[config.mk]
export PLATFORM = sky130hd
export DESIGN_NAME = sha256_message_digest
export DESIGN_NICKNAME = d
export VERILOG_FILES = /design/src/rtl/core/sha256md_pkg.sv /design/src/rtl/core/sha256md_ctrl.sv /design/src/rtl/core/sha256md_datapath.sv /design/src/rtl/core/sha256_message_digest.sv
export SDC_FILE = /design/constraint.sdc
export NUM_CORES = 2
export LEC_CHECK = 0
export BUFFER_PORTS_ARGS = -buffer_cell sky130_fd_sc_hd__buf_2
export CAP_MARGIN = 30
export CORE_MARGIN = 3
export CORE_UTILIZATION = 50
export CTS_CLUSTER_DIAMETER = 200
export DETAILED_ROUTE_END_ITERATION = 16
export HOLD_SLACK_MARGIN = 0.06
export PLACE_DENSITY = 0.65
export REMOVE_ABC_BUFFERS = 1
export SYNTH_ARGS = -nofsm -noshare
export SYNTH_HDL_FRONTEND = slang
export SYNTH_HIERARCHICAL = 1
export SYNTH_SLANG_ARGS = --single-unit
[constraint.sdc]
create_clock -name clk -period 23.1 [get_ports clk]
set_input_delay 2.31 -clock clk [delete_from_list [all_inputs] [get_ports clk]]
set_output_delay 2.31 -clock clk [all_outputs]
set_load 0.005 [all_outputs]
[src/rtl/core/sha256md_pkg.sv]
// Shared types, command and status structs, and SHA-256 constants for the digest core.
package sha256md_pkg;

	typedef struct packed {
		logic [7:0] data_byte;
		logic       byte_valid;
		logic       last;
	} msg_t;

	typedef struct packed {
		logic [31:0] digest_word;
		logic [2:0]  word_index;
		logic        digest_last;
	} digest_t;

	typedef enum logic [3:0] {
		ST_IDLE,
		ST_PAD80,
		ST_ZERO,
		ST_LEN,
		ST_LOAD,
		ST_ROUND,
		ST_FOLD,
		ST_EMIT
	} state_t;

	typedef enum logic [1:0] {
		SRC_MSG,
		SRC_PAD,
		SRC_ZERO,
		SRC_LEN
	} byte_src_t;

	typedef struct packed {
		logic       put;
		byte_src_t  src;
		logic       count_byte;
		logic       close;
		logic       load_work;
		logic       round;
		logic [5:0] round_idx;
		logic       fold;
		logic       emit;
	} dp_cmd_t;

	typedef struct packed {
		logic [5:0] fill;
		logic       out_free;
	} dp_status_t;

	localparam logic [5:0] FILL_LAST   = 6'd63;
	localparam logic [5:0] FILL_LEN_AT = 6'd56;
	localparam logic [5:0] ROUND_LAST  = 6'd63;
	localparam logic [2:0] LEN_LAST    = 3'd7;
	localparam logic [2:0] WORD_LAST   = 3'd7;
	localparam logic [7:0] PAD_BYTE    = 8'h80;

	localparam logic [31:0] INIT_CHAIN [8] = '{
		32'h6a09e667, 32'hbb67ae85, 32'h3c6ef372, 32'ha54ff53a,
		32'h510e527f, 32'h9b05688c, 32'h1f83d9ab, 32'h5be0cd19
	};

	localparam logic [31:0] ROUND_K [64] = '{
		32'h428a2f98, 32'h71374491, 32'hb5c0fbcf, 32'he9b5dba5,
		32'h3956c25b, 32'h59f111f1, 32'h923f82a4, 32'hab1c5ed5,
		32'hd807aa98, 32'h12835b01, 32'h243185be, 32'h550c7dc3,
		32'h72be5d74, 32'h80deb1fe, 32'h9bdc06a7, 32'hc19bf174,
		32'he49b69c1, 32'hefbe4786, 32'h0fc19dc6, 32'h240ca1cc,
		32'h2de92c6f, 32'h4a7484aa, 32'h5cb0a9dc, 32'h76f988da,
		32'h983e5152, 32'ha831c66d, 32'hb00327c8, 32'hbf597fc7,
		32'hc6e00bf3, 32'hd5a79147, 32'h06ca6351, 32'h14292967,
		32'h27b70a85, 32'h2e1b2138, 32'h4d2c6dfc, 32'h53380d13,
		32'h650a7354, 32'h766a0abb, 32'h81c2c92e, 32'h92722c85,
		32'ha2bfe8a1, 32'ha81a664b, 32'hc24b8b70, 32'hc76c51a3,
		32'hd192e819, 32'hd6990624, 32'hf40e3585, 32'h106aa070,
		32'h19a4c116, 32'h1e376c08, 32'h2748774c, 32'h34b0bcb5,
		32'h391c0cb3, 32'h4ed8aa4a, 32'h5b9cca4f, 32'h682e6ff3,
		32'h748f82ee, 32'h78a5636f, 32'h84c87814, 32'h8cc70208,
		32'h90befffa, 32'ha4506ceb, 32'hbef9a3f7, 32'hc67178f2
	};

endpackage

[src/rtl/core/sha256md_ctrl.sv]
// Sequencing state machine: byte intake, padding, length, compression rounds and digest hand-off.
module sha256md_ctrl (
	input  logic                     clk,
	input  logic                     arst_n,
	input  logic                     msg_valid,
	input  sha256md_pkg::msg_t       msg,
	input  sha256md_pkg::dp_status_t status,
	output logic                     ready,
	output sha256md_pkg::dp_cmd_t    cmd
);

	sha256md_pkg::state_t state_q, state_d;
	sha256md_pkg::state_t resume_q, resume_d;
	logic [5:0]           round_q;
	logic [2:0]           len_cnt_q;
	logic                 accept;
	logic                 full;

	assign accept = (state_q == sha256md_pkg::ST_IDLE) && msg_valid;
	assign full   = (status.fill == sha256md_pkg::FILL_LAST);

	always_comb begin
		state_d  = state_q;
		resume_d = resume_q;
		unique case (state_q)
			sha256md_pkg::ST_IDLE: begin
				if (accept) begin
					if (msg.byte_valid && full) begin
						state_d  = sha256md_pkg::ST_LOAD;
						resume_d = msg.last ? sha256md_pkg::ST_PAD80 : sha256md_pkg::ST_IDLE;
					end else if (msg.last) begin
						state_d = sha256md_pkg::ST_PAD80;
					end
				end
			end
			sha256md_pkg::ST_PAD80: begin
				if (full) begin
					state_d  = sha256md_pkg::ST_LOAD;
					resume_d = sha256md_pkg::ST_ZERO;
				end else begin
					state_d = sha256md_pkg::ST_ZERO;
				end
			end
			sha256md_pkg::ST_ZERO: begin
				if (status.fill == sha256md_pkg::FILL_LEN_AT) begin
					state_d = sha256md_pkg::ST_LEN;
				end else if (full) begin
					state_d  = sha256md_pkg::ST_LOAD;
					resume_d = sha256md_pkg::ST_ZERO;
				end
			end
			sha256md_pkg::ST_LEN: begin
				if (len_cnt_q == sha256md_pkg::LEN_LAST) begin
					state_d  = sha256md_pkg::ST_LOAD;
					resume_d = sha256md_pkg::ST_EMIT;
				end
			end
			sha256md_pkg::ST_LOAD: begin
				state_d = sha256md_pkg::ST_ROUND;
			end
			sha256md_pkg::ST_ROUND: begin
				if (round_q == sha256md_pkg::ROUND_LAST) begin
					state_d = sha256md_pkg::ST_FOLD;
				end
			end
			sha256md_pkg::ST_FOLD: begin
				state_d = resume_q;
			end
			sha256md_pkg::ST_EMIT: begin
				if (status.out_free) begin
					state_d = sha256md_pkg::ST_IDLE;
				end
			end
			default: begin
				state_d = sha256md_pkg::ST_IDLE;
			end
		endcase
	end

	always_comb begin
		ready          = 1'b0;
		cmd.put        = 1'b0;
		cmd.src        = sha256md_pkg::SRC_MSG;
		cmd.count_byte = 1'b0;
		cmd.close      = 1'b0;
		cmd.load_work  = 1'b0;
		cmd.round      = 1'b0;
		cmd.round_idx  = round_q;
		cmd.fold       = 1'b0;
		cmd.emit       = 1'b0;
		unique case (state_q)
			sha256md_pkg::ST_IDLE: begin
				ready          = 1'b1;
				cmd.put        = accept && msg.byte_valid;
				cmd.count_byte = accept && msg.byte_valid;
				cmd.close      = accept && msg.last;
			end
			sha256md_pkg::ST_PAD80: begin
				cmd.put = 1'b1;
				cmd.src = sha256md_pkg::SRC_PAD;
			end
			sha256md_pkg::ST_ZERO: begin
				cmd.put = (status.fill != sha256md_pkg::FILL_LEN_AT);
				cmd.src = sha256md_pkg::SRC_ZERO;
			end
			sha256md_pkg::ST_LEN: begin
				cmd.put = 1'b1;
				cmd.src = sha256md_pkg::SRC_LEN;
			end
			sha256md_pkg::ST_LOAD: begin
				cmd.load_work = 1'b1;
			end
			sha256md_pkg::ST_ROUND: begin
				cmd.round = 1'b1;
			end
			sha256md_pkg::ST_FOLD: begin
				cmd.fold = 1'b1;
			end
			sha256md_pkg::ST_EMIT: begin
				cmd.emit = status.out_free;
			end
			default: begin
				ready = 1'b0;
			end
		endcase
	end

	always_ff @(posedge clk or negedge arst_n) begin
		if (!arst_n) begin
			state_q   <= sha256md_pkg::ST_IDLE;
			resume_q  <= sha256md_pkg::ST_IDLE;
			round_q   <= '0;
			len_cnt_q <= '0;
		end else begin
			state_q  <= state_d;
			resume_q <= resume_d;
			if (state_q == sha256md_pkg::ST_LOAD) begin
				round_q <= '0;
			end else if (state_q == sha256md_pkg::ST_ROUND) begin
				round_q <= round_q + 6'd1;
			end
			if (state_q == sha256md_pkg::ST_LEN) begin
				len_cnt_q <= len_cnt_q + 3'd1;
			end else begin
				len_cnt_q <= '0;
			end
		end
	end

endmodule

[src/rtl/core/sha256md_datapath.sv]
// Block buffer and schedule window, round unit, chaining words, length count and digest buffer.
module sha256md_datapath (
	input  logic                     clk,
	input  logic                     arst_n,
	input  sha256md_pkg::dp_cmd_t    cmd,
	input  logic [7:0]               data_byte,
	input  logic                     digest_stall,
	output sha256md_pkg::dp_status_t status,
	output logic                     digest_valid,
	output sha256md_pkg::digest_t    digest
);

	function automatic logic [31:0] ror(input logic [31:0] v, input int unsigned n);
		ror = (v >> n) | (v << (32 - n));
	endfunction

	logic [31:0]  chain_q [8];
	logic [31:0]  work_q  [8];
	logic [31:0]  dig_q   [8];
	logic [511:0] win_q;
	logic [5:0]   fill_q;
	logic [63:0]  msg_bits_q;
	logic [63:0]  len_q;
	logic [3:0]   out_cnt_q;
	logic [2:0]   idx_q;
	logic [7:0]   put_byte;
	logic [31:0]  w0, w1, w9, w14, w_next;
	logic [31:0]  big0, big1, choose, major, t1, t2;
	logic         out_take;

	always_comb begin
		unique case (cmd.src)
			sha256md_pkg::SRC_MSG:  put_byte = data_byte;
			sha256md_pkg::SRC_PAD:  put_byte = sha256md_pkg::PAD_BYTE;
			sha256md_pkg::SRC_ZERO: put_byte = 8'h00;
			sha256md_pkg::SRC_LEN:  put_byte = len_q[63:56];
			default:                put_byte = 8'h00;
		endcase
	end

	// window word j sits at bits 511-32j down; word 0 is the current round's word
	assign w0  = win_q[511:480];
	assign w1  = win_q[479:448];
	assign w9  = win_q[223:192];
	assign w14 = win_q[63:32];
	assign w_next = (ror(w14, 17) ^ ror(w14, 19) ^ (w14 >> 10)) + w9
		+ (ror(w1, 7) ^ ror(w1, 18) ^ (w1 >> 3)) + w0;

	assign big1   = ror(work_q[4], 6) ^ ror(work_q[4], 11) ^ ror(work_q[4], 25);
	assign choose = (work_q[4] & work_q[5]) ^ (~work_q[4] & work_q[6]);
	assign t1     = work_q[7] + big1 + choose + sha256md_pkg::ROUND_K[cmd.round_idx] + w0;
	assign big0   = ror(work_q[0], 2) ^ ror(work_q[0], 13) ^ ror(work_q[0], 22);
	assign major  = (work_q[0] & work_q[1]) ^ (work_q[0] & work_q[2])
		^ (work_q[1] & work_q[2]);
	assign t2     = big0 + major;

	assign out_take = digest_valid && !digest_stall;

	// control state and defined-reset stores
	always_ff @(posedge clk or negedge arst_n) begin
		if (!arst_n) begin
			for (int i = 0; i < 8; i++) begin
				chain_q[i] <= sha256md_pkg::INIT_CHAIN[i];
			end
			fill_q     <= '0;
			msg_bits_q <= '0;
			out_cnt_q  <= '0;
			idx_q      <= '0;
		end else begin
			if (cmd.put) begin
				fill_q <= fill_q + 6'd1;
			end
			if (cmd.close) begin
				msg_bits_q <= '0;
			end else if (cmd.count_byte) begin
				msg_bits_q <= msg_bits_q + 64'd8;
			end
			if (cmd.fold) begin
				for (int i = 0; i < 8; i++) begin
					chain_q[i] <= chain_q[i] + work_q[i];
				end
			end else if (cmd.emit) begin
				for (int i = 0; i < 8; i++) begin
					chain_q[i] <= sha256md_pkg::INIT_CHAIN[i];
				end
			end
			if (cmd.emit) begin
				out_cnt_q <= 4'd8;
				idx_q     <= '0;
			end else if (out_take) begin
				out_cnt_q <= out_cnt_q - 4'd1;
				idx_q     <= idx_q + 3'd1;
			end
		end
	end

	// payload
	always_ff @(posedge clk) begin
		if (cmd.put) begin
			win_q <= {win_q[503:0], put_byte};
		end else if (cmd.round) begin
			win_q <= {win_q[479:0], w_next};
		end
		if (cmd.close) begin
			len_q <= msg_bits_q + (cmd.count_byte ? 64'd8 : 64'd0);
		end else if (cmd.put && (cmd.src == sha256md_pkg::SRC_LEN)) begin
			len_q <= {len_q[55:0], 8'h00};
		end
		if (cmd.load_work) begin
			for (int i = 0; i < 8; i++) begin
				work_q[i] <= chain_q[i];
			end
		end else if (cmd.round) begin
			work_q[0] <= t1 + t2;
			work_q[1] <= work_q[0];
			work_q[2] <= work_q[1];
			work_q[3] <= work_q[2];
			work_q[4] <= work_q[3] + t1;
			work_q[5] <= work_q[4];
			work_q[6] <= work_q[5];
			work_q[7] <= work_q[6];
		end
		if (cmd.emit) begin
			for (int i = 0; i < 8; i++) begin
				dig_q[i] <= chain_q[i];
			end
		end else if (out_take) begin
			for (int i = 0; i < 7; i++) begin
				dig_q[i] <= dig_q[i + 1];
			end
		end
	end

	assign status.fill     = fill_q;
	assign status.out_free = (out_cnt_q == 4'd0);

	assign digest_valid       = (out_cnt_q != 4'd0);
	assign digest.digest_word = dig_q[0];
	assign digest.word_index  = idx_q;
	assign digest.digest_last = (idx_q == sha256md_pkg::WORD_LAST);

endmodule

[src/rtl/core/sha256_message_digest.sv]
// Top level of the byte-stream SHA-256 digest core.
//
// Feed a message one byte per word on the msg channel; a word with last set
// closes the message (byte_valid low with last high closes it without adding a
// byte, which also covers the empty message). The digest comes out as eight
// 32-bit words on the digest channel, h0 first, with word_index 0 to 7 and
// digest_last on the eighth. Each completed 64-byte block then holds the input
// through the working-register load, 64 rounds through the single shared round
// unit and the chain fold. Closing a message writes the 0x80 byte, then the zero
// pad bytes one at a time with a final check for the length slot, then the eight
// length bytes, compresses the final block and hands the digest to the output
// buffer. The digest buffer drains one word a cycle, when digest_stall is low,
// as the next message streams in; the next digest hand-off waits only if the
// previous digest has not yet been fully taken.
module sha256_message_digest (
	input  logic                  clk,
	input  logic                  arst_n,
	input  logic                  msg_valid,
	output logic                  msg_stall,
	input  sha256md_pkg::msg_t    msg,
	output logic                  digest_valid,
	input  logic                  digest_stall,
	output sha256md_pkg::digest_t digest
);

	sha256md_pkg::dp_cmd_t    cmd;
	sha256md_pkg::dp_status_t status;
	logic                     ready;

	// hold the sender whenever the sequencer is busy padding, compressing or handing off the digest
	assign msg_stall = !ready;

	sha256md_ctrl u_ctrl (
		.clk       (clk),
		.arst_n    (arst_n),
		.msg_valid (msg_valid),
		.msg       (msg),
		.status    (status),
		.ready     (ready),
		.cmd       (cmd)
	);

	sha256md_datapath u_datapath (
		.clk          (clk),
		.arst_n       (arst_n),
		.cmd          (cmd),
		.data_byte    (msg.data_byte),
		.digest_stall (digest_stall),
		.status       (status),
		.digest_valid (digest_valid),
		.digest       (digest)
	);

	// the buffer is reloaded only once empty, so the last word is always followed by a gap
	assert property (@(posedge clk) disable iff (!arst_n)
		digest_valid && !digest_stall && digest.digest_last |=> !digest_valid)
		else $error("digest valid straight after the final word");

	// words leave in order, one index step per taken word
	assert property (@(posedge clk) disable iff (!arst_n)
		digest_valid && !digest_stall && !digest.digest_last |=>
			digest_valid && (digest.word_index == 3'($past(digest.word_index) + 3'd1)))
		else $error("digest word index did not advance");

	// never overwrite a digest that is still draining
	assert property (@(posedge clk) disable iff (!arst_n)
		cmd.emit |-> status.out_free)
		else $error("digest hand-off while output buffer busy");

	// the window either takes a byte or runs a round, never both
	assert property (@(posedge clk) disable iff (!arst_n)
		cmd.put |-> !cmd.round && !cmd.load_work && !cmd.fold)
		else $error("byte write during compression");

endmodule
==> results.toml <==
[cells_and_area]
drive_above_1_share_pct = 16.9
multi_input_area_um2 = 43200
design_area_um2 = 95500
nets = 8497
n_fill_cell = 14800
syn_to_final_growth_pct = 8.95
diodes = 0
fin_cells = 10400
regArea_um2 = 41400

[clock_tree]
htree_levels = 4
postCtsHoldBufs = 0
path_clk_slew_ps = 60
cts_root_buf = "clkbuf_16"
postCtsResizedCells = 0
postCtsSetupBuffers = 0
clock_sinks = 1430
tritoncts = "yes"
numCtsBuffers = 161
clock_latency_ps = 830
ctsLongestPathBuffers = 3

[synthesis]
postSynth.asyncResetShare_pct = 24.1
avgSynthCellArea_um2 = 11.0
syn-cell-area_um2 = 87700
synth_edf_count = 1085
ys_types = 94
postSynthCellCount = 8000
ys_seq_area_share_pct = 47.2
synth.ff_latch_count = 1430
synthFlopType = "edfxtp_1"
yosysWarnings = 6

[run]
drv_cap = 0

[place]
place_ws_ps = 12480
place_congestion = 0.976
dp.cells = 10000
placed_area_um2 = 90100
hpwl_um = 176000
io_buffers = 51

[routing]
antenna_left = 0
drc = 0
drt_wl_total_um = 247000
via_count = 61400
drt-vias-per-instance = 5.93
drt_iter0_markers = 5271
wl_per_cell_um = 23.8
dr.pass1.iters = 5

[floorplanning]
die_w_um = 425
core_um2 = 174000
ios = 52
row_count = 153
die_y_um = 425
start_util_pct = 50.4
die-area_um2 = 180000

[power_and_ir_drop]
power.leakage_nw = 38.1
p_per_area_nw_per_um2 = 58.7
irDropWorstVdd_uv = 79.4

[sta]
period_needed_ps = 10790
slew_headroom_pct = 28.2
tightest_slew_ps = 1080
clock_skew_ps = 35.9
drv_slew = 0
setup_ws_ps = 12310
grt_setup_unrepaired = "no"
timing.hold.ws_ps = 443
setup_violations = 0
fin_tns_setup_ps = 0
max_freq_mhz = 92.6
fin_crit_sh_pct = 46.7
hold_viol = 0

[worst_setup_path]
crit_buf_inv = 2
path_delay_family = "compound AO/OA/AOI/OAI gates"
cp_common_cell = "o21ai_0"
start_kind = "flop"
required_ps = 23770
crit_path_end_kind = "flop"
cp_max_fo = 21
critPathMaxStageDelay_ps = 820
cp.arrival_ps = 11460
worstSetupPathType = "flop to flop"
crit_slowest_cell = "dfrtp_1"

[global_route]
grt_pass1_vias = 61600
grt_pass1_wl_um = 376000
grt_usage_pct = 27.1
grt_start_max_net_pins = 216
grt_overflow = 0
antenna_found_initial = 3

[run_status]
status = "complete, no violations"

[worst_hold_path]
hold_path_class = "flop to flop"
==> final cells by class <==
class / count / share of cell area (%)
timing repair buffer: 143 / 1.21
sequential: 1430 / 43.3
multi-input combinational: 5769 / 45.3
clock buffer: 215 / 4.50
tap: 2325 / 3.05
inverter: 386 / 1.52
clock inverter: 88 / 1.12
==> power by group <==
| group | internal [W] | switching, W |
|---|---|---|
| sequential | 0.00282 | 0.0000201 |
| clock | 0.00150 | 0.00112 |
| combinational | 0.0000637 | 0.0000897 |
==> logic make-up (layout without fill, tap and decap cells) <==
kind of cell               Yosys count  in the layout  synth area share [%]
and+or+nand+nor                   2018           2018                  10.3
AOI/OAI and AO/OA                 1685           1685                  11.7
DFF                               1430           1430                  47.2
buffers and inverters              801            832                  3.57
muxes                              789            789                  10.2
xor gates and xnor gates           664            664                  6.67
adders and majority gates          613            613                  10.4
==> flip-flops by register name, indices dropped and copies added, names as in the netlist <==
name,count
u_datapath/dig_q,256
u_datapath/out_cnt_q,4
u_datapath/idx_q,3
u_ctrl/resume_q,3
u_ctrl/state_q,3
u_ctrl/len_cnt_q,3
u_datapath/fill_q,6
u_datapath/chain_q,256
u_datapath/work_q,256
u_ctrl/round_q,6
u_datapath/len_q,61
u_datapath/win_q,512
u_datapath/msg_bits_q,61
==> layout by cell type (no fill, tap or decap), types with 161 or more instances in the layout <==
cell | netlist | final
nand2_1 | 887 | 886
edfxtp_1 | 1085 | 1085
nor2_1 | 453 | 450
a21oi_1 | 554 | 553
inv_1 | 383 | 381
nor3_1 | 174 | 172
mux2_2 | 760 | 760
o21ai_0 | 489 | 486
fa_1 | 195 | 195
clkbuf_16 | 0 | 161
xnor2_1 | 403 | 403
xor2_1 | 259 | 259
ha_1 | 397 | 397
dfrtp_1 | 209 | 206
==> metal layers <==
metal	GRT usage, %	wire length (µm)	up-vias
met5	0	0	-
met4	11.5	11400	0
met3	3.64	13500	491
met2	45.2	118000	2022
met1	35.4	103000	30400
li1	-	-	28500
==> metrics by stage <==
step	util, %	power, W
6_report	54.9	0.00561
5_1_grt	54.9	0.00579
4_1_cts	54.8	0.00566
3_5_place_dp	51.8	0.00304
3_3_place_gp	51.7	0.00304
2_1_floorplan	-	0.00306
==> cell usage after synthesis, types with 25 or more instances <==
| cell | n | area share [%] |
|---|---|---|
| nand2_1 | 887 | 3.8 |
| buf_1 | 27 | 0.12 |
| ha_1 | 397 | 5.7 |
| o31ai_1 | 35 | 0.30 |
| nand4_1 | 46 | 0.33 |
| o21ai_0 | 489 | 2.8 |
| mux2_2 | 760 | 9.8 |
| a31oi_1 | 48 | 0.34 |
| o211ai_1 | 32 | 0.27 |
| a31o_2 | 25 | 0.25 |
| or3_1 | 63 | 0.45 |
| o21a_1 | 53 | 0.45 |
| inv_1 | 383 | 1.6 |
| nand2b_1 | 80 | 0.57 |
| nor3_1 | 174 | 0.99 |
| nand3_1 | 113 | 0.65 |
| a21oi_1 | 554 | 3.2 |
| dfstp_2 | 136 | 4.1 |
| o21bai_1 | 39 | 0.33 |
| xor2_1 | 259 | 2.6 |
| fa_1 | 195 | 4.5 |
| nor2_1 | 453 | 1.9 |
| a211oi_1 | 60 | 0.51 |
| dfrtp_1 | 209 | 6.0 |
| nor2b_1 | 40 | 0.29 |
| buf_4 | 32 | 0.27 |
| xnor2_1 | 403 | 4.0 |
| a21o_1 | 161 | 1.4 |
| edfxtp_1 | 1085 | 37 |
| clkbuf_1 | 353 | 1.5 |
| and3_1 | 49 | 0.35 |
==> path summary, 6_finish.rpt <==
| path | startpoint | cells after the start | to | slack (ps) |
|---|---|---|---|---|
| hold reg to reg | u_ctrl/len_cnt_q[0]$_DFF_PN0_ | 1 | u_ctrl/len_cnt_q[0]$_DFF_PN0_ | 440 |
| max in group asynchronous | arst_n | 3 | u_datapath/chain_q[218]$_DFFE_PN0P_ | 19560 |
| min in group asynchronous | arst_n | 1 | u_datapath/chain_q[64]$_DFFE_PN0P_ | 1530 |
| setup reg to reg | u_ctrl/round_q[1]$_DFFE_PN0P_ | 32 | u_datapath/work_q[0][31]$_DFFE_PP_ | 12310 |
| hold / removal | u_ctrl/len_cnt_q[0]$_DFF_PN0_ | 1 | u_ctrl/len_cnt_q[0]$_DFF_PN0_ | 440 |
| setup / recovery | u_ctrl/round_q[1]$_DFFE_PN0P_ | 32 | u_datapath/work_q[0][31]$_DFFE_PP_ | 12310 |
(Power assumes the default switching activity.)
